--- src/rtl/core/assert_macros.svh ---
// Assertion helpers for the scanner core.
// MBPS_ASSERT checks while out of reset; MBPS_ASSERT_ALWAYS also checks during reset.
`ifndef ASSERT_MACROS_SVH
`define ASSERT_MACROS_SVH

`ifndef NO_ASSERTIONS

`define MBPS_ASSERT(lbl, clk, rstn, prop, msg) \
  lbl: assert property (@(posedge clk) disable iff (!(rstn)) prop) else $error(msg);

`define MBPS_ASSERT_ALWAYS(lbl, clk, prop, msg) \
  lbl: assert property (@(posedge clk) prop) else $error(msg);

`else

`define MBPS_ASSERT(lbl, clk, rstn, prop, msg)

`define MBPS_ASSERT_ALWAYS(lbl, clk, prop, msg)

`endif

`endif

--- src/rtl/core/mbps_pkg.sv ---
`default_nettype none

package mbps_pkg;

  localparam int NUM_CELLS  = 16;  // window depth / max pattern bytes
  localparam int BYTE_W     = 8;
  localparam int ADDR_W     = 48;
  localparam int LEN_W      = $clog2(NUM_CELLS + 1);
  localparam int POS_W      = $clog2(NUM_CELLS);
  localparam int CFG_DATA_W = 64;
  localparam int CFG_IDX_W  = 3;

  typedef enum logic [CFG_IDX_W-1:0] {
    REG_VAL_LO = 3'd0,
    REG_VAL_HI = 3'd1,
    REG_MSK_LO = 3'd2,
    REG_MSK_HI = 3'd3,
    REG_LEN    = 3'd4
  } reg_idx_e;

  // pattern byte aligned to one window cell
  typedef struct packed {
    logic              in_use;
    logic [BYTE_W-1:0] value;
    logic [BYTE_W-1:0] mask;
  } cell_pat_t;

  typedef struct packed {
    logic [LEN_W-1:0] len;
    logic             len_ok;
  } pat_ctl_t;

endpackage

`default_nettype wire

--- src/rtl/core/mbps_if.sv ---
`default_nettype none

interface mbps_item_if;
  logic                        valid;
  logic                        ready;
  logic [mbps_pkg::BYTE_W-1:0] data_byte;
  logic [mbps_pkg::ADDR_W-1:0] byte_address;
  logic                        restart;

  modport source (output valid, data_byte, byte_address, restart, input ready);
  modport sink   (input valid, data_byte, byte_address, restart, output ready);
endinterface

interface mbps_result_if;
  logic                        valid;
  logic                        ready;
  logic                        match_found;
  logic [mbps_pkg::ADDR_W-1:0] match_address;

  modport source (output valid, match_found, match_address, input ready);
  modport sink   (input valid, match_found, match_address, output ready);
endinterface

`default_nettype wire

--- src/rtl/core/masked_byte_pattern_scanner_core.sv ---
//  channel   dir  handshake      payload
//  item_i    in   valid/ready    data_byte[7:0], byte_address[47:0], restart
//  result_o  out  valid/ready    match_found, match_address[47:0]
//  cfg       in   cfg_we_i       cfg_idx_i[2:0], cfg_wdata_i[63:0]
//
//  One byte per cycle while the result side keeps ready high; a result is presented the cycle after its transfer.
//  The window is a row of 16 cells; each compares the byte it is about to take.
//  Input stays ready while the output register is empty or being drained.
//  Reset clears the config registers, cell valid bits and the output valid.
//  No clearing pass: restart just drops the cell valid bits.
`default_nettype none

module masked_byte_pattern_scanner_core (
  input  logic                            clk_i,
  input  logic                            rst_ni,
  input  logic                            cfg_we_i,
  input  logic [mbps_pkg::CFG_IDX_W-1:0]  cfg_idx_i,
  input  logic [mbps_pkg::CFG_DATA_W-1:0] cfg_wdata_i,
  mbps_item_if.sink                       item_i,
  mbps_result_if.source                   result_o
);
  import mbps_pkg::*;

`include "assert_macros.svh"

  cell_pat_t [NUM_CELLS-1:0] cell_pat;
  pat_ctl_t                  pat_ctl;

  logic                             accept;
  logic [NUM_CELLS-1:0][BYTE_W-1:0] cell_byte;    // stored window, 0 newest
  logic [NUM_CELLS-1:0]             cell_vld;
  logic [NUM_CELLS-1:0][BYTE_W-1:0] chain_byte;   // byte handed into each cell
  logic [NUM_CELLS-1:0]             chain_vld;
  logic [NUM_CELLS-1:0]             cell_hit;
  logic                             hit;
  logic [NUM_CELLS-1:0]             vld_gap;

  logic              out_vld_d, out_vld_q;
  logic              found_q;
  logic [ADDR_W-1:0] addr_q;

  // pattern registers, already lined up per cell
  mbps_pattern u_pattern (
    .clk_i       (clk_i),
    .rst_ni      (rst_ni),
    .cfg_we_i    (cfg_we_i),
    .cfg_idx_i   (cfg_idx_i),
    .cfg_wdata_i (cfg_wdata_i),
    .cell_pat_o  (cell_pat),
    .ctl_o       (pat_ctl)
  );

  // skid-free pipe: take a byte whenever the result slot frees up this cycle
  assign item_i.ready = !out_vld_q || result_o.ready;
  assign accept       = item_i.valid && item_i.ready;

  // window chain; restart knocks out every older byte on the way in
  for (genvar i = 0; i < NUM_CELLS; i++) begin : g_cell
    if (i == 0) begin : g_head
      assign chain_byte[i] = item_i.data_byte;
      assign chain_vld[i]  = 1'b1;
    end else begin : g_body
      assign chain_byte[i] = cell_byte[i-1];
      assign chain_vld[i]  = cell_vld[i-1] && !item_i.restart;
    end

    mbps_cell u_cell (
      .clk_i   (clk_i),
      .rst_ni  (rst_ni),
      .shift_i (accept),
      .byte_i  (chain_byte[i]),
      .vld_i   (chain_vld[i]),
      .pat_i   (cell_pat[i]),
      .byte_o  (cell_byte[i]),
      .vld_o   (cell_vld[i]),
      .hit_o   (cell_hit[i])
    );
  end

  // unused cells report a hit, so the AND only sees the live span;
  // the cell at len-1 being valid covers the short-window case
  assign hit = pat_ctl.len_ok && (&cell_hit);

  always_comb begin
    out_vld_d = out_vld_q;
    if (accept) begin
      out_vld_d = 1'b1;
    end else if (result_o.ready) begin
      out_vld_d = 1'b0;
    end
  end

  always_ff @(posedge clk_i or negedge rst_ni) begin
    if (!rst_ni) begin
      out_vld_q <= 1'b0;
    end else begin
      out_vld_q <= out_vld_d;
    end
  end

  // start address = end address - (len - 1), wraps mod 2^ADDR_W
  always_ff @(posedge clk_i) begin
    if (accept) begin
      found_q <= hit;
      addr_q  <= hit ? (item_i.byte_address - ADDR_W'(pat_ctl.len) + ADDR_W'(1)) : '0;
    end
  end

  assign result_o.valid         = out_vld_q;
  assign result_o.match_found   = found_q;
  assign result_o.match_address = addr_q;

  // valid bits must stay a thermometer from the newest cell
  assign vld_gap = cell_vld & ~{cell_vld[NUM_CELLS-2:0], 1'b1};

  `MBPS_ASSERT(a_restart_one_valid, clk_i, rst_ni, accept && item_i.restart |=> $countones(cell_vld) == 1, "restart left stale window bytes")
  `MBPS_ASSERT(a_vld_thermo, clk_i, rst_ni, vld_gap == '0, "window valid bits not contiguous")
  `MBPS_ASSERT(a_hit_len_ok, clk_i, rst_ni, result_o.valid && result_o.match_found |-> pat_ctl.len_ok, "match with disabled pattern length")
  `MBPS_ASSERT(a_miss_addr_zero, clk_i, rst_ni, result_o.valid && !result_o.match_found |-> result_o.match_address == '0, "nonzero address on miss")
  `MBPS_ASSERT(a_accept_loads, clk_i, rst_ni, accept |=> result_o.valid, "transfer produced no result")
  `MBPS_ASSERT_ALWAYS(a_reset_empty, clk_i, !rst_ni |=> !result_o.valid, "result valid out of reset")

endmodule

`default_nettype wire

--- src/rtl/core/mbps_cell.sv ---
`default_nettype none

module mbps_cell (
  input  logic                        clk_i,
  input  logic                        rst_ni,
  input  logic                        shift_i,
  input  logic [mbps_pkg::BYTE_W-1:0] byte_i,
  input  logic                        vld_i,
  input  mbps_pkg::cell_pat_t         pat_i,
  output logic [mbps_pkg::BYTE_W-1:0] byte_o,
  output logic                        vld_o,
  output logic                        hit_o
);
  import mbps_pkg::*;

  logic [BYTE_W-1:0] byte_q;
  logic              vld_q;

  // compare on the byte entering this cell (post-shift window)
  always_comb begin
    hit_o = !pat_i.in_use || (vld_i && ((byte_i & pat_i.mask) == pat_i.value));
  end

  always_ff @(posedge clk_i or negedge rst_ni) begin
    if (!rst_ni) begin
      vld_q <= 1'b0;
    end else if (shift_i) begin
      vld_q <= vld_i;
    end
  end

  always_ff @(posedge clk_i) begin
    if (shift_i) begin
      byte_q <= byte_i;
    end
  end

  assign byte_o = byte_q;
  assign vld_o  = vld_q;

endmodule

`default_nettype wire

--- src/rtl/core/mbps_pattern.sv ---
`default_nettype none

module mbps_pattern (
  input  logic                            clk_i,
  input  logic                            rst_ni,
  input  logic                            cfg_we_i,
  input  logic [mbps_pkg::CFG_IDX_W-1:0]  cfg_idx_i,
  input  logic [mbps_pkg::CFG_DATA_W-1:0] cfg_wdata_i,
  output mbps_pkg::cell_pat_t [mbps_pkg::NUM_CELLS-1:0] cell_pat_o,
  output mbps_pkg::pat_ctl_t              ctl_o
);
  import mbps_pkg::*;

  logic [CFG_DATA_W-1:0] val_lo_q, val_hi_q, msk_lo_q, msk_hi_q;
  logic [LEN_W-1:0]      len_q;

  logic [NUM_CELLS-1:0][BYTE_W-1:0] val_row, msk_row;
  logic [POS_W-1:0]                 pidx;

  always_ff @(posedge clk_i or negedge rst_ni) begin
    if (!rst_ni) begin
      val_lo_q <= '0;
      val_hi_q <= '0;
      msk_lo_q <= '0;
      msk_hi_q <= '0;
      len_q    <= '0;
    end else if (cfg_we_i) begin
      unique case (reg_idx_e'(cfg_idx_i))
        REG_VAL_LO: val_lo_q <= cfg_wdata_i;
        REG_VAL_HI: val_hi_q <= cfg_wdata_i;
        REG_MSK_LO: msk_lo_q <= cfg_wdata_i;
        REG_MSK_HI: msk_hi_q <= cfg_wdata_i;
        REG_LEN:    len_q    <= cfg_wdata_i[LEN_W-1:0];
        default:    ;  // unmapped index, dropped
      endcase
    end
  end

  assign val_row = {val_hi_q, val_lo_q};
  assign msk_row = {msk_hi_q, msk_lo_q};

  // cell i (0 = newest) lines up with pattern byte len-1-i
  always_comb begin
    pidx = '0;
    for (int i = 0; i < NUM_CELLS; i++) begin
      pidx                 = POS_W'(len_q - LEN_W'(i) - LEN_W'(1));
      cell_pat_o[i].in_use = LEN_W'(i) < len_q;
      cell_pat_o[i].value  = val_row[pidx];
      cell_pat_o[i].mask   = msk_row[pidx];
    end
  end

  assign ctl_o.len    = len_q;
  assign ctl_o.len_ok = (len_q != '0) && (len_q <= LEN_W'(NUM_CELLS));

endmodule

`default_nettype wire

--- src/flat_wrapper.sv ---
// flat-port wrapper written by rule: the top's interface ports become plain ports
module masked_byte_pattern_scanner_core_flat import mbps_pkg::*;
  (clk_i, rst_ni, cfg_we_i, cfg_idx_i, cfg_wdata_i, item_i_valid, item_i_data_byte, item_i_byte_address, item_i_restart, item_i_ready, result_o_valid, result_o_match_found, result_o_match_address, result_o_ready);
  mbps_item_if item_i_i ();
  mbps_result_if result_o_i ();
  input  logic clk_i;
  input  logic rst_ni;
  input  logic cfg_we_i;
  input  logic [mbps_pkg::CFG_IDX_W-1:0] cfg_idx_i;
  input  logic [mbps_pkg::CFG_DATA_W-1:0] cfg_wdata_i;
  input wire logic [$bits(item_i_i.valid)-1:0] item_i_valid;
  input wire logic [$bits(item_i_i.data_byte)-1:0] item_i_data_byte;
  input wire logic [$bits(item_i_i.byte_address)-1:0] item_i_byte_address;
  input wire logic [$bits(item_i_i.restart)-1:0] item_i_restart;
  output wire logic [$bits(item_i_i.ready)-1:0] item_i_ready;
  output wire logic [$bits(result_o_i.valid)-1:0] result_o_valid;
  output wire logic [$bits(result_o_i.match_found)-1:0] result_o_match_found;
  output wire logic [$bits(result_o_i.match_address)-1:0] result_o_match_address;
  input wire logic [$bits(result_o_i.ready)-1:0] result_o_ready;
  assign item_i_i.valid = item_i_valid;
  assign item_i_i.data_byte = item_i_data_byte;
  assign item_i_i.byte_address = item_i_byte_address;
  assign item_i_i.restart = item_i_restart;
  assign item_i_ready = item_i_i.ready;
  assign result_o_valid = result_o_i.valid;
  assign result_o_match_found = result_o_i.match_found;
  assign result_o_match_address = result_o_i.match_address;
  assign result_o_i.ready = result_o_ready;
  masked_byte_pattern_scanner_core u_core (.clk_i(clk_i), .rst_ni(rst_ni), .cfg_we_i(cfg_we_i), .cfg_idx_i(cfg_idx_i), .cfg_wdata_i(cfg_wdata_i), .item_i(item_i_i), .result_o(result_o_i));
endmodule
--- config.mk ---
export PLATFORM = sky130hd
export DESIGN_NAME = masked_byte_pattern_scanner_core_flat
export DESIGN_NICKNAME = d
export VERILOG_FILES = /design/src/rtl/core/mbps_pkg.sv /design/src/rtl/core/mbps_if.sv /design/src/rtl/core/masked_byte_pattern_scanner_core.sv /design/src/rtl/core/mbps_cell.sv /design/src/rtl/core/mbps_pattern.sv /design/src/flat_wrapper.sv
export VERILOG_INCLUDE_DIRS = /design/src /design/src/rtl/core
export SDC_FILE = /design/constraint.sdc
export NUM_CORES = 1
export LEC_CHECK = 0
export BUFFER_PORTS_ARGS = -buffer_cell sky130_fd_sc_hd__buf_2
export CAP_MARGIN = 40
export CORE_ASPECT_RATIO = 1.4
export CORE_MARGIN = 3
export CORE_UTILIZATION = 35
export DETAILED_ROUTE_END_ITERATION = 8
export GPL_ROUTABILITY_DRIVEN = 0
export PLACE_DENSITY = 0.53
export SETUP_SLACK_MARGIN = 0.05
export SYNTH_ARGS = -nofsm -noshare
export SYNTH_HDL_FRONTEND = slang
export SYNTH_SLANG_ARGS = --single-unit
--- constraint.sdc ---
create_clock -name clk_i -period 10.1 [get_ports clk_i]
set_input_delay 0.505 -clock clk_i [delete_from_list [all_inputs] [get_ports clk_i]]
set_output_delay 0.505 -clock clk_i [all_outputs]
set_load 0.05 [all_outputs]
==> run summary <==
STATUS
------------------------------------------------------------------------------------
Result of the run                                                       finished clean

POWER AND IR DROP
------------------------------------------------------------------------------------
Total power divided by cell area                                          287 mW/mm²
Share of total power in combinational logic                                    0.609
Static leakage power                                                         16.2 nW
Clock power share                                                              0.168
Switching power as a share of total power                                      0.467
Internal power consumption                                                 0.00662 W
Flop pwr share                                                                 0.223
VDD IR-drop max                                                               145 µV
Net switching power                                                        0.00581 W

WORST SETUP PATH
------------------------------------------------------------------------------------
Critical Path Start Type                                                    register
Kind of critical path                                                   register to register
Worst-path maximum fanout                                                         49
Critical Path AT                                                             7.26 ns
Crit path capture type                                                      register
Required time reported for the critical path endpoint                       10.54 ns

CTS
------------------------------------------------------------------------------------
Skew-Pair Late Insertion Delay                                               0.64 ns
CTS Root Cell                                                              clkbuf_16
Post-CTS setup buffer count                                                        0
Clock-pin slew on the worst setup and hold paths                             0.07 ns
Inserted Clock Buffers                                                            52
CTS sink cnt                                                                     446
H-tree Lvls                                                                        2
Number of buffers between clock root and the deepest sink                          3
TritonCTS clock tree                                                            done

GLOBAL ROUTING
------------------------------------------------------------------------------------
Number of global-route vias before repair                                      30300
Initial antenna violation count                                                   13
First-pass GRT wire length                                                 222000 µm
Maximum number of pins on one net before global-route repair                     142
Remaining global-route overflow                                                    0
GR Util All Layers                                                             0.263

DRT
------------------------------------------------------------------------------------
Drc violations                                                                     0
Routed WL per cell                                                           32.0 µm
Initial drt markers                                                             3790
Via Count                                                                      31600
Routed wire length                                                         154000 µm
Router iterations before antenna repair                                            6
Average vias per placed instance                                                6.56
Antenna-violating nets left                                                        0

YOSYS
------------------------------------------------------------------------------------
Main combinational cell family by area after synthesis                  multiplexers
Sequential-to-total area share from yosys stat                                 0.309
Top FF cell, synth                                                           dfrtp_1
Proportion of synthesized flip-flops having asynchronous set or reset          0.621
Top post-synthesis cells by area                                        mux4_2 (27%), dfrtp_1 (18%), edfxtp_1 (13%), mux2_2 (9.5%), mux2i_1 (4.3%)
Leading cell type by number of instances after synthesis                      mux4_2
Synth top cells by count                                                mux4_2 (461), mux2_2 (329), dfrtp_1 (277), nand2_1 (211), edfxtp_1 (169)
Post-Syn Area                                                             0.0389 mm²
Post-Synth Simple-Gate Area                                                    0.107
Syn Nets                                                                        3414
Post-synth EDFFs                                                                 169
Number of warnings reported in the yosys synthesis log                             0
Post-Syn Instances                                                              3224
Xor and xnor fraction of the mapped netlist area                              0.0218
Fraction of the mapped netlist area in adder cells                            0.0201
Synth Area in Compound Gates                                                  0.0931
Top cell type by total area after synthesis                                   mux4_2
Post-synthesis area per instance                                            12.1 µm²
Number of register bits inferred by synthesis                                    446
Count of different cell masters after synthesis                                   95
Multiplexer area fraction after synthesis                                      0.407
Synth top area share                                                           0.267

FINAL LAYOUT
------------------------------------------------------------------------------------
Number of filler instances in the final layout                                 10600
Footprint of the multi-input gates                                        0.0254 mm²
Non-filler instance count after layout                                          4811
Layout Nets                                                                     3491
Proportion of layout cells with a drive suffix above 1                         0.354
Register area                                                             0.0120 mm²
Area added between synthesis and finish                                        11.2%

DIE
------------------------------------------------------------------------------------
Die Span X                                                                    288 µm
Placeable core area                                                        0.110 mm²
Initial core utilization                                                       0.353
Die height                                                                    401 µm
Count of pins on the block boundary                                              180
Row count                                                                        144
Overall die area                                                           0.115 mm²

STA
------------------------------------------------------------------------------------
Highest attainable clock frequency                                           147 MHz
Final hold viol count                                                              0
Rel. slew slack                                                                0.346
Maximum clock skew at final layout                                         0.0387 ns
Setup Viol. Count Final                                                            0
RSZ-0062 raised after global routing                                           false
Worst-margin pin slew                                                       0.974 ns
Final worst-path cycle share                                                   0.676
Final critical-path required period                                          6.82 ns
Slew Limit Fails                                                                   0
Sum Neg Setup Slack                                                             0 ns

PLACED DESIGN
------------------------------------------------------------------------------------
Count of port buffers added during placement                                     179
DP Cell Count                                                                   4697
HPWL after DPL                                                             116000 µm

MIN PATH
------------------------------------------------------------------------------------
Hold WC Path Type                                                       primary input to register

JOB
------------------------------------------------------------------------------------
Max cap viols                                                                      0

[routing by layer]
layer  vias up  track usage  share of wire
met5         -            0        0.00034
met4        10        0.195          0.092
met3       530       0.0595          0.088
met2      1974        0.419           0.47
met1     16000        0.310           0.35
li1      13000            -              -
[metrics by stage]
stage / area, µm² / utilization / setup slack (ns) / total power (W) / hold slack (ns)
finish: 43300 / 0.392 / 3.28 / 0.0124 / 0.0935
global route: 43300 / 0.392 / 3.11 / 0.0128 / 0.119
CTS: 43200 / 0.392 / 3.42 / 0.0121 / 0.0576
detailed placement: 41300 / 0.374 / 3.44 / 0.0100 / 0.438
global placement: 41000 / 0.372 / 2.77 / 0.00993 / 0.430
floorplan: 38900 / - / 4.47 / 0.00757 / 0.209
[power groups by stage]
stage          sequential [W]  combinational (W)  clock [W]
2_1_floorplan         0.00250            0.00507          0
3_3_place_gp          0.00278            0.00716          0
3_5_place_dp          0.00278            0.00723          0
4_1_cts               0.00275            0.00726    0.00213
5_1_grt               0.00280            0.00784    0.00219
6_report              0.00278            0.00757    0.00209
[flip-flops by register name, indices dropped and copies added (netlist names)]
signal                         flops
u_core.u_pattern.val_lo_q         64
u_core.u_pattern.len_q             5
u_core.u_pattern.msk_hi_q         64
u_core.g_cell.u_cell.vld_o        15
u_core.u_pattern.val_hi_q         64
u_core.g_cell.u_cell.byte_o      120
u_core.result_o.match_address     48
u_core.result_o.match_found        1
u_core.result_o.valid              1
u_core.u_pattern.msk_lo_q         64
[cells by family (layout without fill, tap and decap cells)]
kind of cell | Yosys count | after routing
buffers and inverters | 336 | 454
other | 0 | 9
muxes | 961 | 961
and+or+nand+nor | 781 | 781
xor gates and xnor gates | 95 | 95
AOI/OAI and AO/OA | 543 | 543
adders and majority gates | 62 | 62
DFF | 446 | 446
[repair_timing]
item	4_1_cts	5_1_grt
hold endpoints to repair	65	0
gates resized for setup	0	0
hold buffers	1	0
[critical path, cell delays in order, from the launching register on]
cell and delay (ns):
dfrtp_4 0.95, buf_4 0.71, ha_1 0.34, a21oi_1 0.16
xnor2_2 0.76, buf_4 0.44, mux4_2 0.56, nor2b_1 0.21
nor4_1 0.44, o2111ai_1 0.28, nand4b_1 0.24, nor4_1 0.45
o221a_2 0.26, and3_2 0.23, buf_12 0.22, nor3b_1 0.25
[placed cells by master (no fill, tap or decap), types with 59 or more instances in the layout]
| cell type | count |
|---|---|
| mux2_2 | 329 |
| edfxtp_1 | 169 |
| dfrtp_1 | 273 |
| nand2b_1 | 78 |
| nand3_1 | 59 |
| mux4_2 | 461 |
| a21oi_1 | 112 |
| nor2_1 | 103 |
| inv_1 | 102 |
| mux2i_1 | 167 |
| buf_2 | 184 |
| nand2_1 | 211 |
| clkbuf_16 | 60 |
| o21ai_0 | 121 |
[final timing paths]
kind / cells after the start / slack, ns / end / from
min in group asynchronous: 2 / 0.44 / u_core.u_pattern.val_hi_q[49] / rst_ni
setup reg to reg: 15 / 3.28 / u_core.result_o.match_address[3] / u_core.u_pattern.len_q[2]
setup / recovery: 15 / 3.28 / u_core.result_o.match_address[3] / u_core.u_pattern.len_q[2]
max in group asynchronous: 3 / 8.41 / u_core.u_pattern.val_lo_q[28] / rst_ni
hold / removal: 2 / 0.09 / u_core.result_o.valid / item_i_valid
hold reg to reg: 0 / 0.46 / u_core.g_cell[3].u_cell.byte_o[1] / u_core.g_cell[2].u_cell.byte_o[1]
[cell type report]
cell class / instances / share of cell area
repair buffers: 250 / 0.0386
diodes: 9 / 0.000520
clock inverters: 20 / 0.00497
well taps: 1460 / 0.0422
clock buffers: 75 / 0.0388
flip-flops and latches: 446 / 0.278
multi-input cells: 2442 / 0.588
inverters: 109 / 0.00957
(Power assumes the default switching activity.)
